===== config.mk =====
export PLATFORM = sky130hd
export DESIGN_NAME = i2c_master_register_sequencer
export DESIGN_NICKNAME = d
export VERILOG_FILES = /design/src/rtl/i2cseq_pkg.sv /design/src/rtl/i2c_master_register_sequencer.sv /design/src/rtl/i2cseq_ctrl.sv
export SDC_FILE = /design/constraint.sdc
export NUM_CORES = 1
export LEC_CHECK = 0
export BUFFER_PORTS_ARGS = -buffer_cell sky130_fd_sc_hd__buf_2
export CORE_MARGIN = 10
export CORE_UTILIZATION = 35
export CTS_CLUSTER_DIAMETER = 120
export DETAILED_ROUTE_END_ITERATION = 10
export GPL_ROUTABILITY_DRIVEN = 0
export PLACE_DENSITY = 0.54
export SYNTH_ARGS = -nofsm -noshare
export SYNTH_HDL_FRONTEND = slang
export SYNTH_SLANG_ARGS = --single-unit

===== constraint.sdc =====
create_clock -name clk -period 4.7 [get_ports clk]
set_clock_uncertainty 0.15 [all_clocks]
set_input_delay 0.235 -clock clk [delete_from_list [all_inputs] [get_ports clk]]
set_output_delay 0.235 -clock clk [all_outputs]
set_load 0.05 [all_outputs]

===== src/rtl/i2cseq_pkg.sv =====
// Shared types and constants for the I2C master register sequencer.
// Used by i2cseq_ctrl and i2c_master_register_sequencer; no dependencies.
package i2cseq_pkg;

    // Transaction phase
    typedef enum logic [1:0] {
        PH_IDLE = 2'd0,
        PH_BUSY = 2'd1,
        PH_FAIL = 2'd2
    } phase_t;

    // Sequence step within a transaction
    localparam logic [2:0] STEP_ADDR      = 3'd0;
    localparam logic [2:0] STEP_REG       = 3'd1;
    localparam logic [2:0] STEP_PAYLOAD   = 3'd2;
    localparam logic [2:0] STEP_W_STOP    = 3'd3;
    localparam logic [2:0] STEP_R_RESTART = 3'd3;
    localparam logic [2:0] STEP_W_DONE    = 3'd4;
    localparam logic [2:0] STEP_R_RADDR   = 3'd4;
    localparam logic [2:0] STEP_R_ACK     = 3'd5;
    localparam logic [2:0] STEP_R_LAST    = 3'd6;
    localparam logic [2:0] STEP_R_DONE    = 3'd7;

    // Bus controller status codes, after masking
    localparam logic [7:0] ST_MASK        = 8'hF8;
    localparam logic [7:0] S_START        = 8'h08;
    localparam logic [7:0] S_REP_START    = 8'h10;
    localparam logic [7:0] S_MT_SLA_ACK   = 8'h18;
    localparam logic [7:0] S_MT_DATA_ACK  = 8'h28;
    localparam logic [7:0] S_MR_SLA_ACK   = 8'h40;
    localparam logic [7:0] S_MR_DATA_ACK  = 8'h50;
    localparam logic [7:0] S_MR_DATA_NACK = 8'h58;

    localparam logic [7:0] AUTO_INC = 8'h80;

    // Bus commands
    localparam logic [2:0] CMD_NONE  = 3'd0;
    localparam logic [2:0] CMD_START = 3'd1;
    localparam logic [2:0] CMD_STOP  = 3'd2;
    localparam logic [2:0] CMD_NACK  = 3'd3;
    localparam logic [2:0] CMD_ACK   = 3'd4;

    // Action codes
    localparam logic ACT_REQUEST = 1'b0;
    localparam logic ACT_EVENT   = 1'b1;

    typedef struct packed {
        logic       action;
        logic       req_read;
        logic [7:0] device_address;
        logic [6:0] register_address;
        logic [7:0] byte_count;
        logic [7:0] write_byte;
        logic [7:0] bus_status;
        logic [7:0] received_byte;
    } item_t;

    typedef struct packed {
        logic       accepted;
        logic [2:0] bus_command;
        logic       tx_valid;
        logic [7:0] tx_byte;
        logic       rx_valid;
        logic [7:0] rx_byte;
        logic [7:0] data_index;
        logic       done_res;
        logic       failed;
        logic [7:0] error_code;
    } result_t;

endpackage


===== src/rtl/i2c_master_register_sequencer.sv =====
// Top level of the I2C master register sequencer: input and result registers.
// Depends on i2cseq_pkg and i2cseq_ctrl.
//
//  channel | handshake            | carries
//  --------+----------------------+------------------------------------------
//  in      | in_valid / in_ready  | request or bus status event
//  out     | out_valid / out_ready| command, tx/rx byte, index, done, failure
//
//  An item is accepted into the input register; its result is computed by
//  the combinational step logic between the two registers and held in the
//  result register, from which it is taken when out_valid and out_ready are high.
//  One item per cycle is sustained while out_ready is high; with out_ready low
//  and the result register full, the flow stalls.
//  Reset clears both valid flags and the transaction state to idle.
//  A stalled result holds the input register; in_ready drops only when both
//  registers are full and out_ready is low.
module i2c_master_register_sequencer (
    input  logic       clk,
    input  logic       rst_n,
    input  logic       in_valid,
    output logic       in_ready,
    input  logic       action,
    input  logic       req_read,
    input  logic [7:0] device_address,
    input  logic [6:0] register_address,
    input  logic [7:0] byte_count,
    input  logic [7:0] write_byte,
    input  logic [7:0] bus_status,
    input  logic [7:0] received_byte,
    output logic       out_valid,
    input  logic       out_ready,
    output logic       accepted,
    output logic [2:0] bus_command,
    output logic       tx_valid,
    output logic [7:0] tx_byte,
    output logic       rx_valid,
    output logic [7:0] rx_byte,
    output logic [7:0] data_index,
    output logic       done_res,
    output logic       failed,
    output logic [7:0] error_code
);
    import i2cseq_pkg::*;

    logic    item_vld_reg;
    item_t   item_reg;
    logic    res_vld_reg;
    result_t res_reg;
    result_t res_next;
    logic    advance;

    // Move an item from the input register to the result register
    assign advance  = item_vld_reg && (!res_vld_reg || out_ready);
    assign in_ready = !item_vld_reg || advance;

    i2cseq_ctrl u_ctrl (
        .clk     (clk),
        .rst_n   (rst_n),
        .advance (advance),
        .item    (item_reg),
        .result  (res_next)
    );

    // Track occupancy of both registers
    always_ff @(posedge clk or negedge rst_n)
    begin
        if (!rst_n)
        begin
            item_vld_reg <= 1'b0;
            res_vld_reg  <= 1'b0;
        end
        else
        begin
            if (in_ready)
                item_vld_reg <= in_valid;
            if (advance)
                res_vld_reg <= 1'b1;
            else if (out_ready)
                res_vld_reg <= 1'b0;
        end
    end

    // Load payloads
    always_ff @(posedge clk)
    begin
        if (in_ready && in_valid)
        begin
            item_reg.action           <= action;
            item_reg.req_read         <= req_read;
            item_reg.device_address   <= device_address;
            item_reg.register_address <= register_address;
            item_reg.byte_count       <= byte_count;
            item_reg.write_byte       <= write_byte;
            item_reg.bus_status       <= bus_status;
            item_reg.received_byte    <= received_byte;
        end
        if (advance)
            res_reg <= res_next;
    end

    // Drive the result ports
    assign out_valid   = res_vld_reg;
    assign accepted    = res_reg.accepted;
    assign bus_command = res_reg.bus_command;
    assign tx_valid    = res_reg.tx_valid;
    assign tx_byte     = res_reg.tx_byte;
    assign rx_valid    = res_reg.rx_valid;
    assign rx_byte     = res_reg.rx_byte;
    assign data_index  = res_reg.data_index;
    assign done_res    = res_reg.done_res;
    assign failed      = res_reg.failed;
    assign error_code  = res_reg.error_code;

endmodule


===== src/rtl/i2cseq_ctrl.sv =====
// Transaction state and per-item step logic of the I2C register sequencer.
// Depends on i2cseq_pkg.
module i2cseq_ctrl (
    input  logic              clk,
    input  logic              rst_n,
    input  logic              advance,
    input  i2cseq_pkg::item_t item,
    output i2cseq_pkg::result_t result
);
    import i2cseq_pkg::*;

    phase_t     phase_reg, phase_next;
    logic [2:0] step_reg, step_next;
    logic       is_read_reg;
    logic [7:0] dev_addr_reg;
    logic [6:0] reg_addr_reg;
    logic [7:0] total_reg;
    logic [7:0] byte_index_reg, byte_index_next;
    logic [7:0] last_error_reg, last_error_next;

    logic       start;
    logic       go_idle;
    logic       go_fail;
    logic [7:0] st;
    logic [7:0] cnt;
    logic [7:0] idx_inc;
    logic       last_tx;
    logic       last_rx;
    result_t    res;

    // Decode the item against the current step
    always_comb
    begin
        st              = item.bus_status & ST_MASK;
        cnt             = (total_reg == 8'd0) ? 8'd1 : total_reg;
        idx_inc         = byte_index_reg + 8'd1;
        last_tx         = (idx_inc >= cnt);
        last_rx         = (({1'b0, idx_inc} + 9'd1) >= {1'b0, cnt});
        res             = '0;
        start           = 1'b0;
        go_idle         = 1'b0;
        go_fail         = 1'b0;
        step_next       = step_reg;
        byte_index_next = byte_index_reg;

        if (item.action == ACT_REQUEST)
        begin
            if (phase_reg == PH_IDLE)
            begin
                start           = 1'b1;
                res.accepted    = 1'b1;
                res.bus_command = CMD_START;
                step_next       = STEP_ADDR;
                byte_index_next = 8'd0;
            end
        end
        else if (phase_reg == PH_BUSY)
        begin
            case (step_reg)
                STEP_ADDR:
                begin
                    if (st == S_START)
                    begin
                        res.tx_valid    = 1'b1;
                        res.tx_byte     = dev_addr_reg;
                        res.bus_command = CMD_NACK;
                        step_next       = STEP_REG;
                    end
                    else
                        go_fail = 1'b1;
                end
                STEP_REG:
                begin
                    if (st == S_MT_SLA_ACK)
                    begin
                        res.tx_valid    = 1'b1;
                        res.tx_byte     = AUTO_INC | {1'b0, reg_addr_reg};
                        res.bus_command = CMD_NACK;
                        step_next       = STEP_PAYLOAD;
                    end
                    else
                        go_fail = 1'b1;
                end
                default:
                begin
                    if (!is_read_reg)
                    begin
                        if (step_reg == STEP_PAYLOAD && st == S_MT_DATA_ACK)
                        begin
                            res.tx_valid    = 1'b1;
                            res.tx_byte     = item.write_byte;
                            res.data_index  = byte_index_reg;
                            res.bus_command = CMD_NACK;
                            byte_index_next = idx_inc;
                            if (last_tx)
                                step_next = STEP_W_STOP;
                        end
                        else if (step_reg == STEP_W_STOP && st == S_MT_DATA_ACK)
                        begin
                            res.bus_command = CMD_STOP;
                            res.done_res    = 1'b1;
                            step_next       = STEP_W_DONE;
                            go_idle         = 1'b1;
                        end
                        else
                            go_fail = 1'b1;
                    end
                    else
                    begin
                        if (step_reg == STEP_PAYLOAD && st == S_MT_DATA_ACK)
                        begin
                            res.bus_command = CMD_START;
                            step_next       = STEP_R_RESTART;
                        end
                        else if (step_reg == STEP_R_RESTART && st == S_REP_START)
                        begin
                            res.tx_valid    = 1'b1;
                            res.tx_byte     = dev_addr_reg | 8'h01;
                            res.bus_command = CMD_NACK;
                            step_next       = STEP_R_RADDR;
                        end
                        else if (step_reg == STEP_R_RADDR && st == S_MR_SLA_ACK)
                        begin
                            if (cnt > 8'd1)
                            begin
                                res.bus_command = CMD_ACK;
                                step_next       = STEP_R_ACK;
                            end
                            else
                            begin
                                res.bus_command = CMD_NACK;
                                step_next       = STEP_R_LAST;
                            end
                        end
                        else if (step_reg == STEP_R_ACK && st == S_MR_DATA_ACK)
                        begin
                            res.rx_valid    = 1'b1;
                            res.rx_byte     = item.received_byte;
                            res.data_index  = byte_index_reg;
                            byte_index_next = idx_inc;
                            if (last_rx)
                            begin
                                res.bus_command = CMD_NACK;
                                step_next       = STEP_R_LAST;
                            end
                            else
                                res.bus_command = CMD_ACK;
                        end
                        else if (step_reg == STEP_R_LAST && st == S_MR_DATA_NACK)
                        begin
                            res.rx_valid    = 1'b1;
                            res.rx_byte     = item.received_byte;
                            res.data_index  = byte_index_reg;
                            byte_index_next = idx_inc;
                            res.bus_command = CMD_STOP;
                            res.done_res    = 1'b1;
                            step_next       = STEP_R_DONE;
                            go_idle         = 1'b1;
                        end
                        else
                            go_fail = 1'b1;
                    end
                end
            endcase
        end
    end

    // Next phase
    always_comb
    begin
        phase_next = phase_reg;
        unique case (phase_reg)
            PH_IDLE:
            begin
                if (start)
                    phase_next = PH_BUSY;
            end
            PH_BUSY:
            begin
                if (go_fail)
                    phase_next = PH_FAIL;
                else if (go_idle)
                    phase_next = PH_IDLE;
            end
            PH_FAIL:
                phase_next = PH_FAIL;
            default:
                phase_next = PH_IDLE;
        endcase
    end

    // Capture the masked status on a read failure
    always_comb
    begin
        last_error_next = last_error_reg;
        if (go_fail && is_read_reg)
            last_error_next = st;
    end

    // Drive the result fields
    always_comb
    begin
        result            = res;
        result.failed     = (phase_next == PH_FAIL);
        result.error_code = last_error_next;
    end

    // Hold the transaction state
    always_ff @(posedge clk or negedge rst_n)
    begin
        if (!rst_n)
        begin
            phase_reg      <= PH_IDLE;
            step_reg       <= STEP_ADDR;
            is_read_reg    <= 1'b0;
            dev_addr_reg   <= 8'd0;
            reg_addr_reg   <= 7'd0;
            total_reg      <= 8'd0;
            byte_index_reg <= 8'd0;
            last_error_reg <= 8'd0;
        end
        else if (advance)
        begin
            phase_reg      <= phase_next;
            step_reg       <= step_next;
            byte_index_reg <= byte_index_next;
            last_error_reg <= last_error_next;
            if (start)
            begin
                is_read_reg  <= item.req_read;
                dev_addr_reg <= item.device_address;
                reg_addr_reg <= item.register_address;
                total_reg    <= item.byte_count;
            end
        end
    end

endmodule

; ---- Yosys cells after proc, flatten, opt, wreduce, memory -nomap -nowiden
; Cells that the tools add are included.
; Widths: inputs -> output; s select.
[classes]
add_sub_neg = 2
order_cmp = 3
n_eq_ne = 29
n_mux = 90
n_bitwise = 3
reduce_logical = 25
[op_table]
columns = cell, n
row1 = $mux 8, 14
row2 = $mux 18, 4
row3 = $mux 3, 23
row4 = $mux 9, 4
row5 = $mux 30, 1
row6 = $mux 1, 28
row7 = $mux 27, 1
row8 = $pmux 12 s2, 1
row9 = $mux 11, 2
row10 = $ne 9x9->1 const B, 2
row11 = $reduce_and 9->1, 2
row12 = $mux 17, 1
row13 = $eq 5x4->1 const B, 3
row14 = $mux 12, 1
row15 = $mux 2, 6
row16 = $ne 3x2->1 const B, 4
row17 = $eq 5x2->1 const B, 2
row18 = $add 8x1->9 const B, 1
row19 = $eq 3x3->1 const B, 3
row20 = $ge 9x8->1, 1
row21 = $logic_and 1x1->1, 9
row22 = $add 8x1->8 const B, 1
row23 = $ge 8x8->1, 1
row24 = $gt 8x1->1 const B, 1
row25 = 28 further kinds, 36
[word_totals]
register_bits = 136
in_bits = 53
out_inout_bits = 42
elab_cells = 180

; ---- Depth between registers and ports, before layout
; Gate-level depths: netlist of run 1.
[depth]
ltp_word = 15
ltp_mapped = 15
mapped_depth_nobuf = 15

; ---- Hierarchy
; From an unflattened synthesis of run 1, not the netlist that was laid out.
[unflattened]
cells_unflattened = 471
hier_area_um2 = 6184.7
[by_module_without_submodules]
columns = module, instances, cells_per_inst, area_per_inst_um2, seq_area_each_um2
row1 = i2cseq_ctrl, 1, 374, 3408.3, 1126.1
row2 = i2c_master_register_sequencer, 1, 97, 2776.4, 2722.6

; ---- Worst setup path after synthesis of run 1
; Ideal clock, no wire load.
[synth_path]
kind = reg2reg
startpoint = register u_ctrl.byte_index_reg[0]
endpoint = register res_reg (netlist bit bus_command[0]), data pin
setup_ps = 261
arrival_time_ps = 2886
required_time_ps = 4289
setup_slack_ps = 1403
path_stages_with_launch = 14
n_path_buf = 0
synth_period_minus_slack_ps = 3297
path_cell_list = dfrtp_1 -> ha_1 -> nand3_1 -> xnor2_1 -> and4b_1 -> xor2_1 -> ha_1 -> a211oi_1 -> o21ai_0 -> o21a_1 -> a211oi_1 -> o21ai_0 -> a21oi_1 -> o21ai_0
[synth_lines]
columns = element, line_no
row1 = from (decl), i2cseq_ctrl.sv:18  ; logic [7:0] byte_index_reg, byte_index_next;
row2 = from (signal assigned), i2cseq_ctrl.sv:226  ; byte_index_reg <= byte_index_next;
row3 = to (signal assigned), i2c_master_register_sequencer.sv:98  ; res_reg <= res_next;
row4 = to (decl), i2c_master_register_sequencer.sv:48  ; result_t res_reg;

==> summary.txt, run 1 <==
Run status
  • Outcome: finished clean

Power
  • Cell Int Power: approximately 2.7 mW
  • Total Power: a little under 4 mW
  • Psw: about 1.3 mW
  • P_leak: between 3 and 4 nW
  • Sw frac: 0.324
  • Maximum vdd drop: just under 300 uV
  • PwrDens: 504 mW/mm2
  • Combinational share of power: 0.268
  • Clock group share of total power: 0.309
  • Seq pwr share: 0.423

Layout
  • Max reg flops: 46
  • Fillcell total: about 1,600
  • Fin nets: between 600 and 700
  • Area Overhead vs Synth: 28.3%
  • Most common cell after layout, fill and taps aside: buf_2
  • Layout cells sized above 1: 0.265
  • Most frequent cells in the layout: buf_2 (91), edfxtp_1 (86), dlygate4sd3_1 (50)
  • Ant diodes: 0

Min path
  • Hold Path Class: in2async

Worst setup path
  • Worst setup path class: reg2reg
  • Crit Path Max Fanout: 8
  • Arrival @ worst endpoint: 3990 ps
  • Startpoint types: flop
  • Worst EP required: ~4700 ps
  • CP endpoint kind: flop

Clocking
  • Post-CTS Resized: 0
  • H-tree lvl count: 4
  • Clock Pin Slew Worst Setup and Hold Paths: about 60 ps
  • Worst-Skew Late Latency: around 400 ps
  • Clk sink count: between 100 and 150
  • CTS buffer count: 17
  • CTS tree: yes
  • Root Buffer: clkbuf_16
  • Post-CTS setup buffer count: 0
  • CTS Buffer Depth: 2

Floorplanning
  • FP Rows: between 40 and 50
  • # IOs: between 90 and 100
  • Die X: between 150 and 200 um
  • Initial core utilization: 0.354
  • Core area: 0.0172 mm2
  • Total die area: 0.0231 mm2
  • Die Height: 152 um

Logic synthesis
  • Post-synth EDFFs: 86
  • Ys async rst share: 0.353
  • Synth Area in Compound Gates: 0.0966
  • Avg Inst Size Synth: ~13 um2
  • Mapped Nets: between 500 and 600
  • XOR/XNOR share of the synthesized area: 0.0115
  • Syn. warnings: 0
  • Mux cell area share after synthesis: 0.0642
  • Main flop type after synthesis: edfxtp_1
  • Synth Instances: between 400 and 500
  • FF+latch count, synth: between 100 and 150
  • Area share of the largest cell type after synthesis: 0.424
  • Synth Area in Simple Gates: 0.143
  • Seq/Total Area, Yosys: 0.618
  • Cell area after synthesis: ~0.0061 mm2
  • Largest family of logic cells by synthesized area: simple AND/OR/NAND/NOR gates
  • Synth top area cells: edfxtp_1 (42%), dfrtp_1 (19%), mux2_2 (5.2%)
  • Distinct cells, synth: 65
  • Post-Synth Adder-Cell Area: 0.0411
  • Largest area contributor in the netlist: edfxtp_1

Route
  • WL/cell: between 15 and 20 um
  • Routed wire length: between 10,000 and 15,000 um
  • Remaining DRCs: 0
  • DR iter-0 viols: approximately 250
  • Via count: ~4,300
  • DR vias/cell: between 4 and 5
  • Final antenna-violating net count: 0
  • Pre-Repair DR Iteration Count: 5

STA
  • Final Critical Period: 4000 ps
  • Worst Tran Pin Value: 1130 ps
  • RSZ-0062 raised after global routing: false
  • Achievable Freq: approximately 250 MHz
  • Fin crit share: 0.850
  • Setup TNS: 0 ps
  • Setup violations, final: 0
  • Fin. max-slew vios: 0
  • Slew headroom: 0.246
  • Hold Fails Final Rpt: 0

Global route
  • Largest net degree at the start of global routing: 48
  • Global route overflow: 0
  • Initial antenna violation count: 0
  • Tot GR Track Use: 0.120
  • First-pass GRT wire length: approximately 23,000 um
  • Number of global-route vias before repair: around 4,400

Placed design
  • Detailed placement HPWL: slightly below 10,000 um
  • I/O Buffers: just over 90

Run
  • MaxCap Viol Count: 0
[worst paths after layout]
kind / start / depth (start not counted) / to / slack, ps
worst min-delay path: rst_n / 3 / u_ctrl.total_reg[2] / 310
max in group asynchronous: rst_n / 3 / item_vld_reg / 3660
worst min register to register: item_reg[28] / 1 / u_ctrl.total_reg[4] / 320
min in group clk: item_reg[28] / 1 / u_ctrl.total_reg[4] / 320
worst max register to register: u_ctrl.byte_index_reg[0] / 13 / bus_command[0] / 700
worst max-delay path: u_ctrl.byte_index_reg[0] / 13 / bus_command[0] / 700
[cell families (layout without fill, tap and decap cells)]
group,Yosys count,count (layout)
AND/OR/NAND/NOR,157,157
flip-flops,133,133
AO/OA/AOI/OAI,86,86
multiplexers,33,33
buffers and inverters,32,193
adder cells (fa/ha/maj),20,20
XOR/XNOR,8,8
[Yosys cell counts, drive strengths merged, types with 3 or more instances]
library cell and number:
and3 5, nand3b 3, dfrtp 47, nand2b 11, buf 6, inv 15, edfxtp 86, a221oi 14
mux2 33, xnor2 5, o31ai 3, nor2 22, ha 20, nor3 16, a21oi 14, and2 23
nor4 3, clkbuf 11, nand2 36, nand4b 3, xor2 3, nand3 11, or3 8, a211oi 6
or2 3, a21o 4, o21ai 25
[power by group through the flow]
stage | sequential [mW] | combinational, mW | clock, mW
after detailed placement | 1.68 | 1.03 | 0
after global routing | 1.69 | 1.18 | 1.30
after global placement | 1.67 | 0.992 | 0
after floorplan | 1.73 | 0.705 | 0
final | 1.66 | 1.06 | 1.22
after CTS | 1.66 | 1.06 | 1.25
[through the flow]
| step | util | cells | worst slack, ps | area, um2 | hold slack, ps |
|---|---|---|---|---|---|
| global placement | 0.394 | 773 | 940 | 6760 | 244 |
| finish | 0.454 | 855 | 704 | 7810 | 311 |
| floorplan | - | 469 | 1400 | 6080 | -211 |
| detailed placement | 0.394 | 773 | 795 | 6760 | 253 |
| global route | 0.454 | 855 | 463 | 7810 | 328 |
| CTS | 0.454 | 855 | 773 | 7810 | 324 |
[layer usage]
metal / track usage / up-vias / share of wire
li1: - / 2060 / -
met1: 0.148 / 2073 / 0.46
met2: 0.194 / 113 / 0.48
met3: 0.0350 / 22 / 0.043
met4: 0.0472 / 0 / 0.018
met5: 0 / - / 0
[critical path, stage by stage, from the launching register on]
cell and delay [ps]:
dfrtp_1 500, ha_1 260, nand3_1 100, xnor2_1 440, and4b_1 350, xor2_1 190, ha_1 280, a211oi_1 230
o21ai_0 140, o21a_1 200, a211oi_1 420, o21ai_0 190, a21oi_1 180, o21ai_0 90
[layout make-up]
| cell class | instances | area, um2 | area share |
|---|---|---|---|
| sequential | 133 | 3760 | 0.481 |
| multi-input combinational | 304 | 2170 | 0.278 |
| clock buffer | 22 | 444 | 0.0569 |
| timing repair buffer | 146 | 993 | 0.127 |
| tap | 225 | 282 | 0.0361 |
| inverter | 15 | 56.3 | 0.00721 |
| clock inverter | 10 | 100 | 0.0128 |
[timing repair]
action	in CTS	in global routing
hold buffers	50	0
endpoints found under the setup margin	0	0
endpoints found under the hold margin	95	0
Power figures use the tool's default switching activity.
==> run 2: changes to the inputs <==
clock period = 4.4 ns   (was 4.7 ns; I/O delays follow)
==> run 2 against run 1 <==
Against the previous run: utilization grew 0.087 points; combinational power grew 7%; via count grew 0.42%.
==> summary.txt, run 2 (synthesis results as in run 1) <==
Clocking
  • CTS tree: yes
  • Post-CTS Resized: 0 (unchanged)
  • Post-CTS setup buffer count: 0 (unchanged)
  • Clock Pin Slew Worst Setup and Hold Paths: 60 ps (about the same)
  • Clk sink count: 133 (unchanged)
  • CTS Hold Bufs: 50 (unchanged)
  • CTS buffer count: 17 (unchanged)
  • Worst-Skew Late Latency: 420 ps (about the same)
  • H-tree lvl count: 4 (unchanged)
  • CTS Buffer Depth: 2 (unchanged)
  • Root Buffer: clkbuf_16

Placed design
  • Placed Area: 0.00677 mm2 (+0.11%)
  • I/O Buffers: 91 (unchanged)
  • Setup WS pre-CTS: 745 ps (-50.0 ps)
  • Detailed placement HPWL: 9820 um (+0.36%)

Worst setup path
  • Worst EP required: 4400 ps (-290 ps)
  • Startpoint types: flop
  • CP cell instances: ha_1, nand2_1, xnor2_1, and4b_1, xor2_1, ha_1, a211oi_1, o21ai_0, o21a_1, a211oi_1, o21ai_0, a21oi_1, o21ai_0
  • CP endpoint kind: flop
  • Slowest stage delay, CP: 440 ps (-60 ps)
  • Crit Path Max Fanout: 7 (-1)
  • Worst setup path class: reg2reg
  • Arrival @ worst endpoint: 3730 ps (-260 ps)
  • CP max-delay cell: dfrtp_1
  • Crit path top cell by count: o21ai_0

Global route
  • Largest net degree at the start of global routing: 48 (unchanged)
  • First-pass GRT wire length: 23,500 um (+3.5%)
  • Initial antenna violation count: 0 (unchanged)
  • Number of global-route vias before repair: 4,567 (+3.3%)
  • Global route overflow: 0 (unchanged)
  • Tot GR Track Use: 0.124 (+0.00398)

Route
  • Final antenna-violating net count: 0 (unchanged)
  • DR vias/cell: 5.01 (+0.30%)
  • Remaining DRCs: 0 (unchanged)
  • Via count: 4,286 (+0.42%)
  • DR iter-0 viols: 320 (+27%)
  • Pre-Repair DR Iteration Count: 4 (-1)
  • WL/cell: 16.5 um (+0.95%)
  • Routed wire length: 14,100 um (+1.1%)

STA
  • PnR worst setup slack: 669 ps (-34.7 ps)
  • Slew headroom: 0.271 (+0.0245)
  • Achievable Freq: 268 MHz (+7.1%)
  • Fin. max-slew vios: 0 (unchanged)
  • Fin crit share: 0.848 (-0.00233)
  • RSZ-0062 raised after global routing: false
  • Final Critical Period: 3730 ps (-265 ps)
  • Hold Fails Final Rpt: 0 (unchanged)
  • Setup violations, final: 0 (unchanged)
  • Setup TNS: 0 ps (unchanged)
  • Worst Tran Pin Value: 1090 ps (-36.7 ps)

Floorplanning
  • Die Height: 152 um (unchanged)
  • Total die area: 0.0231 mm2 (unchanged)
  • # IOs: 95 (unchanged)
  • Core area: 0.0172 mm2 (unchanged)
  • FP Rows: 48 (unchanged)
  • Initial core utilization: 0.354 (unchanged)
  • Die X: 152 um (unchanged)

Power
  • Maximum vdd drop: 303 uV (+4.0%)
  • P_leak: 3.21 nW (+0.44%)
  • PwrDens: 541 mW/mm2 (+7.3%)

Layout
  • Multi-input gate area: 0.00217 mm2 (unchanged)
  • Max reg flops: 46 (unchanged)
  • Ant diodes: 0 (unchanged)
  • Most common cell after layout, fill and taps aside: buf_2
  • Layout cells sized above 1: 0.269 (+0.00433)
  • Fillcell total: 1,576 (-3.4%)
  • Most frequent cells in the layout: buf_2 (91), edfxtp_1 (86), dlygate4sd3_1 (50)
  • Register area: 0.00376 mm2 (unchanged)
  • Area Overhead vs Synth: 28.5%
  • Fin nets: 691 (+0.14%)
  • Post-route cell area: 0.00782 mm2 (+0.19%)

Run
  • MaxCap Viol Count: 0 (unchanged)

Min path
  • Hold Path Class: in2async

Run status
  • Outcome: finished clean
[run 2: cell count changes in the layout (fill, tap and decap cells not counted), sizes merged]
cell and change:
clkbuf -1, clkinv +1, buf +1
[run 2: final timing paths]
| check | endpoint | cells after the start | start | slack, ps |
|---|---|---|---|---|
| hold reg to reg | u_ctrl.total_reg[3] | 1 | item_reg[27] | 320 |
| setup / recovery | bus_command[0] | 13 | u_ctrl.byte_index_reg[2] | 670 |
| max in group asynchronous | u_ctrl.byte_index_reg[0] | 3 | rst_n | 3370 |
| hold / removal | u_ctrl.total_reg[0] | 3 | rst_n | 300 |
| min in group clk | u_ctrl.total_reg[3] | 1 | item_reg[27] | 320 |
| setup reg to reg | bus_command[0] | 13 | u_ctrl.byte_index_reg[2] | 670 |
[run 2: final cells by class]
type | count | area share
repair buffers | 147 | 0.128
multi-input cells | 304 | 0.278
clock buffers | 21 | 0.0576
clock inverters | 11 | 0.0130
well taps | 225 | 0.0360
flip-flops and latches | 133 | 0.481
inverters | 15 | 0.00720
[run 2: critical path, delay by kind of cell, from the launching register on]
kind | cells | cell delay, ps
compound gates | 7 | 1430
xor+xnor | 2 | 540
fa+ha+maj | 2 | 510
flops | 1 | 440
simple gates | 2 | 420
[run 2: per-stage QoR]
| stage | hold slack [ps] | std cells | utilization | power (mW) |
|---|---|---|---|---|
| after floorplan | -226 | 469 | - | 2.60 |
| after global placement | 226 | 774 | 0.394 | 2.85 |
| after detailed placement | 231 | 774 | 0.394 | 2.90 |
| after CTS | 319 | 856 | 0.455 | 4.27 |
| after global routing | 338 | 856 | 0.455 | 4.48 |
| final | 304 | 856 | 0.455 | 4.23 |
[run 2: power by group]
group	total [mW]	leakage [nW]	internal, mW	switching [mW]
registers	1.78	1.42	1.59	0.192
logic	1.13	1.54	0.478	0.655
clock network	1.32	0.261	0.791	0.528
[run 2: metal layers]
metal	part of all wire	global-route usage	up-vias
li1	-	-	2061
met4	0.018	0.0523	0
met2	0.48	0.202	123
met3	0.043	0.0350	21
met1	0.46	0.152	2081
met5	0	0	-
==> run 3: changes to the inputs <==
clock period = 3.56 ns   (was 4.4 ns; I/O delays follow)
==> run 3 against run 2 <==
Against the previous run: register-to-register slack got worse by 500 ps; global-route usage fell by 0.21 points; sequential power rose by 22%; die area did not move; fmax rose by 10%; critical path type unchanged; highest routed layer unchanged.
==> summary.txt, run 3 (synthesis results as in run 1) <==
Min path
  • Hold Path Class: in2async

Global route
  • Global route overflow: 0 (unchanged)
  • Tot GR Track Use: 0.122 (-0.00209)
  • Largest net degree at the start of global routing: 47 (-2.1%)
  • Number of global-route vias before repair: 4,551 (-0.35%)
  • First-pass GRT wire length: 23,100 um (-1.7%)
  • Initial antenna violation count: 0 (unchanged)

Route
  • Final antenna-violating net count: 0 (unchanged)
  • DR vias/cell: 4.96 (-0.88%)
  • Pre-Repair DR Iteration Count: 5 (+1)
  • DR iter-0 viols: 369 (+15%)
  • WL/cell: 16.3 um (-1.2%)
  • Via count: 4,288 (+0.047%)
  • Remaining DRCs: 0 (unchanged)
  • Routed wire length: 14,000 um (-0.28%)

Worst setup path
  • Reg2reg start: u_ctrl.byte_index_reg[1]
  • Crit. path cell count: 16 (+3)
  • Worst setup path class: reg2reg
  • Reg2Reg Setup Slack: 170 ps (-500 ps)
  • CP Buf/Inv Count: 1 (+1)
  • CP cell instances: ha_2, nand2b_1, nand2_2, and3_1, and3_4, nand3_1, xnor2_1, ha_1, o21ai_0, nor2_1, o21a_1, a211oi_2, buf_4, o21ai_2, nand2_1, o41ai_2
  • CP max-delay cell: dfrtp_1
  • Slowest stage delay, CP: 420 ps (-20 ps)
  • Top delay family on crit path: simple AND/OR/NAND/NOR gates
  • Crit Path Max Fanout: 5 (-2)
  • Worst EP required: 3720 ps (-680 ps)
  • CP endpoint kind: flop
  • Worst r2r path cells: 16 (+3)
  • FF-to-FF End: u_ctrl.step_reg[1]
  • Startpoint types: flop
  • Worst Setup EP: u_ctrl.step_reg[1]
  • Crit path from: u_ctrl.byte_index_reg[1]
  • Arrival @ worst endpoint: 3550 ps (-180 ps)

Clocking
  • Clk sink count: 133 (unchanged)
  • Root Buffer: clkbuf_16
  • H-tree lvl count: 4 (unchanged)
  • CTS buffer count: 17 (unchanged)
  • CTS tree: yes
  • Clock Pin Slew Worst Setup and Hold Paths: 60 ps (about the same)
  • Worst-Skew Late Latency: 420 ps (about the same)
  • CTS Buffer Depth: 2 (unchanged)

Power
  • PwrDens: 682 mW/mm2 (+26%)
  • Total Power: 5.45 mW (+29%)
  • P_leak: 3.29 nW (+2.5%)
  • Maximum vdd drop: 360 uV (+19%)

STA
  • Hold Fails Final Rpt: 0 (unchanged)
  • Fin crit share: 0.953 (+0.105)
  • Final Critical Period: 3390 ps (-339 ps)
  • Achievable Freq: 295 MHz (+10%)
  • Worst Tran Pin Value: 1090 ps (-0.549 ps)
  • PnR worst setup slack: 168 ps (-501 ps)
  • Setup violations, final: 0 (unchanged)
  • Fin. max-slew vios: 0 (unchanged)
  • Slew headroom: 0.273 (+0.00213)

Layout
  • Fin nets: 699 (+1.2%)
  • Max reg flops: 46 (unchanged)
  • Most frequent cells in the layout: buf_2 (91), edfxtp_1 (86), dlygate4sd3_1 (50)
  • Area Overhead vs Synth: 31.3%
  • Most common cell after layout, fill and taps aside: buf_2
  • Ant diodes: 0 (unchanged)
  • Fillcell total: 1,608 (+2.0%)
  • Layout cells sized above 1: 0.297 (+0.0279)

Placed design
  • I/O Buffers: 91 (unchanged)
  • Setup WS pre-CTS: 131 ps (-614 ps)
  • Detailed placement HPWL: 9770 um (-0.50%)

Run status
  • Outcome: finished clean

Floorplanning
  • Die X: 152 um (unchanged)
  • Core area: 0.0172 mm2 (unchanged)
  • Die Height: 152 um (unchanged)
  • FP Rows: 48 (unchanged)
  • Total die area: 0.0231 mm2 (unchanged)
  • # IOs: 95 (unchanged)
  • Initial core utilization: 0.354 (unchanged)

Run
  • MaxCap Viol Count: 0 (unchanged)
==> run 3: cell count changes in the layout (fill, tap and decap cells not counted), sizes merged <==
cell,delta
clkinv,-1
clkinvlp,-1
bufinv,+2
buf,+8
==> run 3: how the worst min path moves through the flow <==
stage / slack [ps] / to / cells after the start
CTS: 290 / u_ctrl.total_reg[2] / 2
finish: 240 / u_ctrl.total_reg[3] / 2
global route: 300 / item_reg[43] / 2
detailed placement: 200 / item_vld_reg / 1
global placement: 170 / u_ctrl.total_reg[3] / 1
floorplan: -270 / item_vld_reg / 0
==> run 3: final cells by class <==
type,instances,area [um2],share of cell area
Inverter,15,56.3,0.00705
Clock buffer,21,460,0.0576
Timing Repair Buffer,155,1060,0.133
Sequential cell,133,3760,0.471
Multi-Input combinational cell,304,2220,0.278
Clock inverter,11,150,0.0188
Tap cell,225,282,0.0352
==> run 3: repair_timing <==
action / in CTS / in global routing
hold buffers: 50 / 0
resized for setup: 0 / 12
setup buffers: 0 / 0
hold endpoints to repair: 81 / 0
setup endpoints to repair: 0 / 6
==> run 3: metrics by stage <==
step	instance area [um2]	cells	TNS (ps)	hold slack, ps	utilization
4_1_cts	7940	864	0	288	0.462
3_5_place_dp	6830	782	0	198	0.398
6_report	7990	864	0	242	0.465
5_1_grt	7990	864	-108	305	0.465
2_1_floorplan	6080	469	0	-268	-
3_3_place_gp	6830	782	0	174	0.398
==> run 3: report_power, final <==
part / leakage [nW] / internal [mW] / total, mW / switching (mW)
combinational: 1.58 / 0.625 / 1.46 / 0.835
sequential: 1.42 / 1.96 / 2.18 / 0.223
clock: 0.294 / 1.14 / 1.80 / 0.661
==> run 3: worst register-to-register path, stage by stage (launching register included) <==
cell and delay (ps):
dfrtp_1 420, ha_2 210, nand2b_1 170, nand2_2 120
and3_1 210, and3_4 200, nand3_1 90, xnor2_1 160
ha_1 290, o21ai_0 80, nor2_1 180, o21a_1 170
a211oi_2 60, buf_4 160, o21ai_2 150, nand2_1 100
o41ai_2 350
==> run 3: routing by layer <==
| layer | global-route usage | wire length [um] | up-vias |
|---|---|---|---|
| met1 | 0.153 | 6410 | 2064 |
| met2 | 0.196 | 6750 | 123 |
| li1 | - | - | 2077 |
| met5 | 0 | 0 | - |
| met4 | 0.0536 | 255 | 0 |
| met3 | 0.0308 | 627 | 24 |
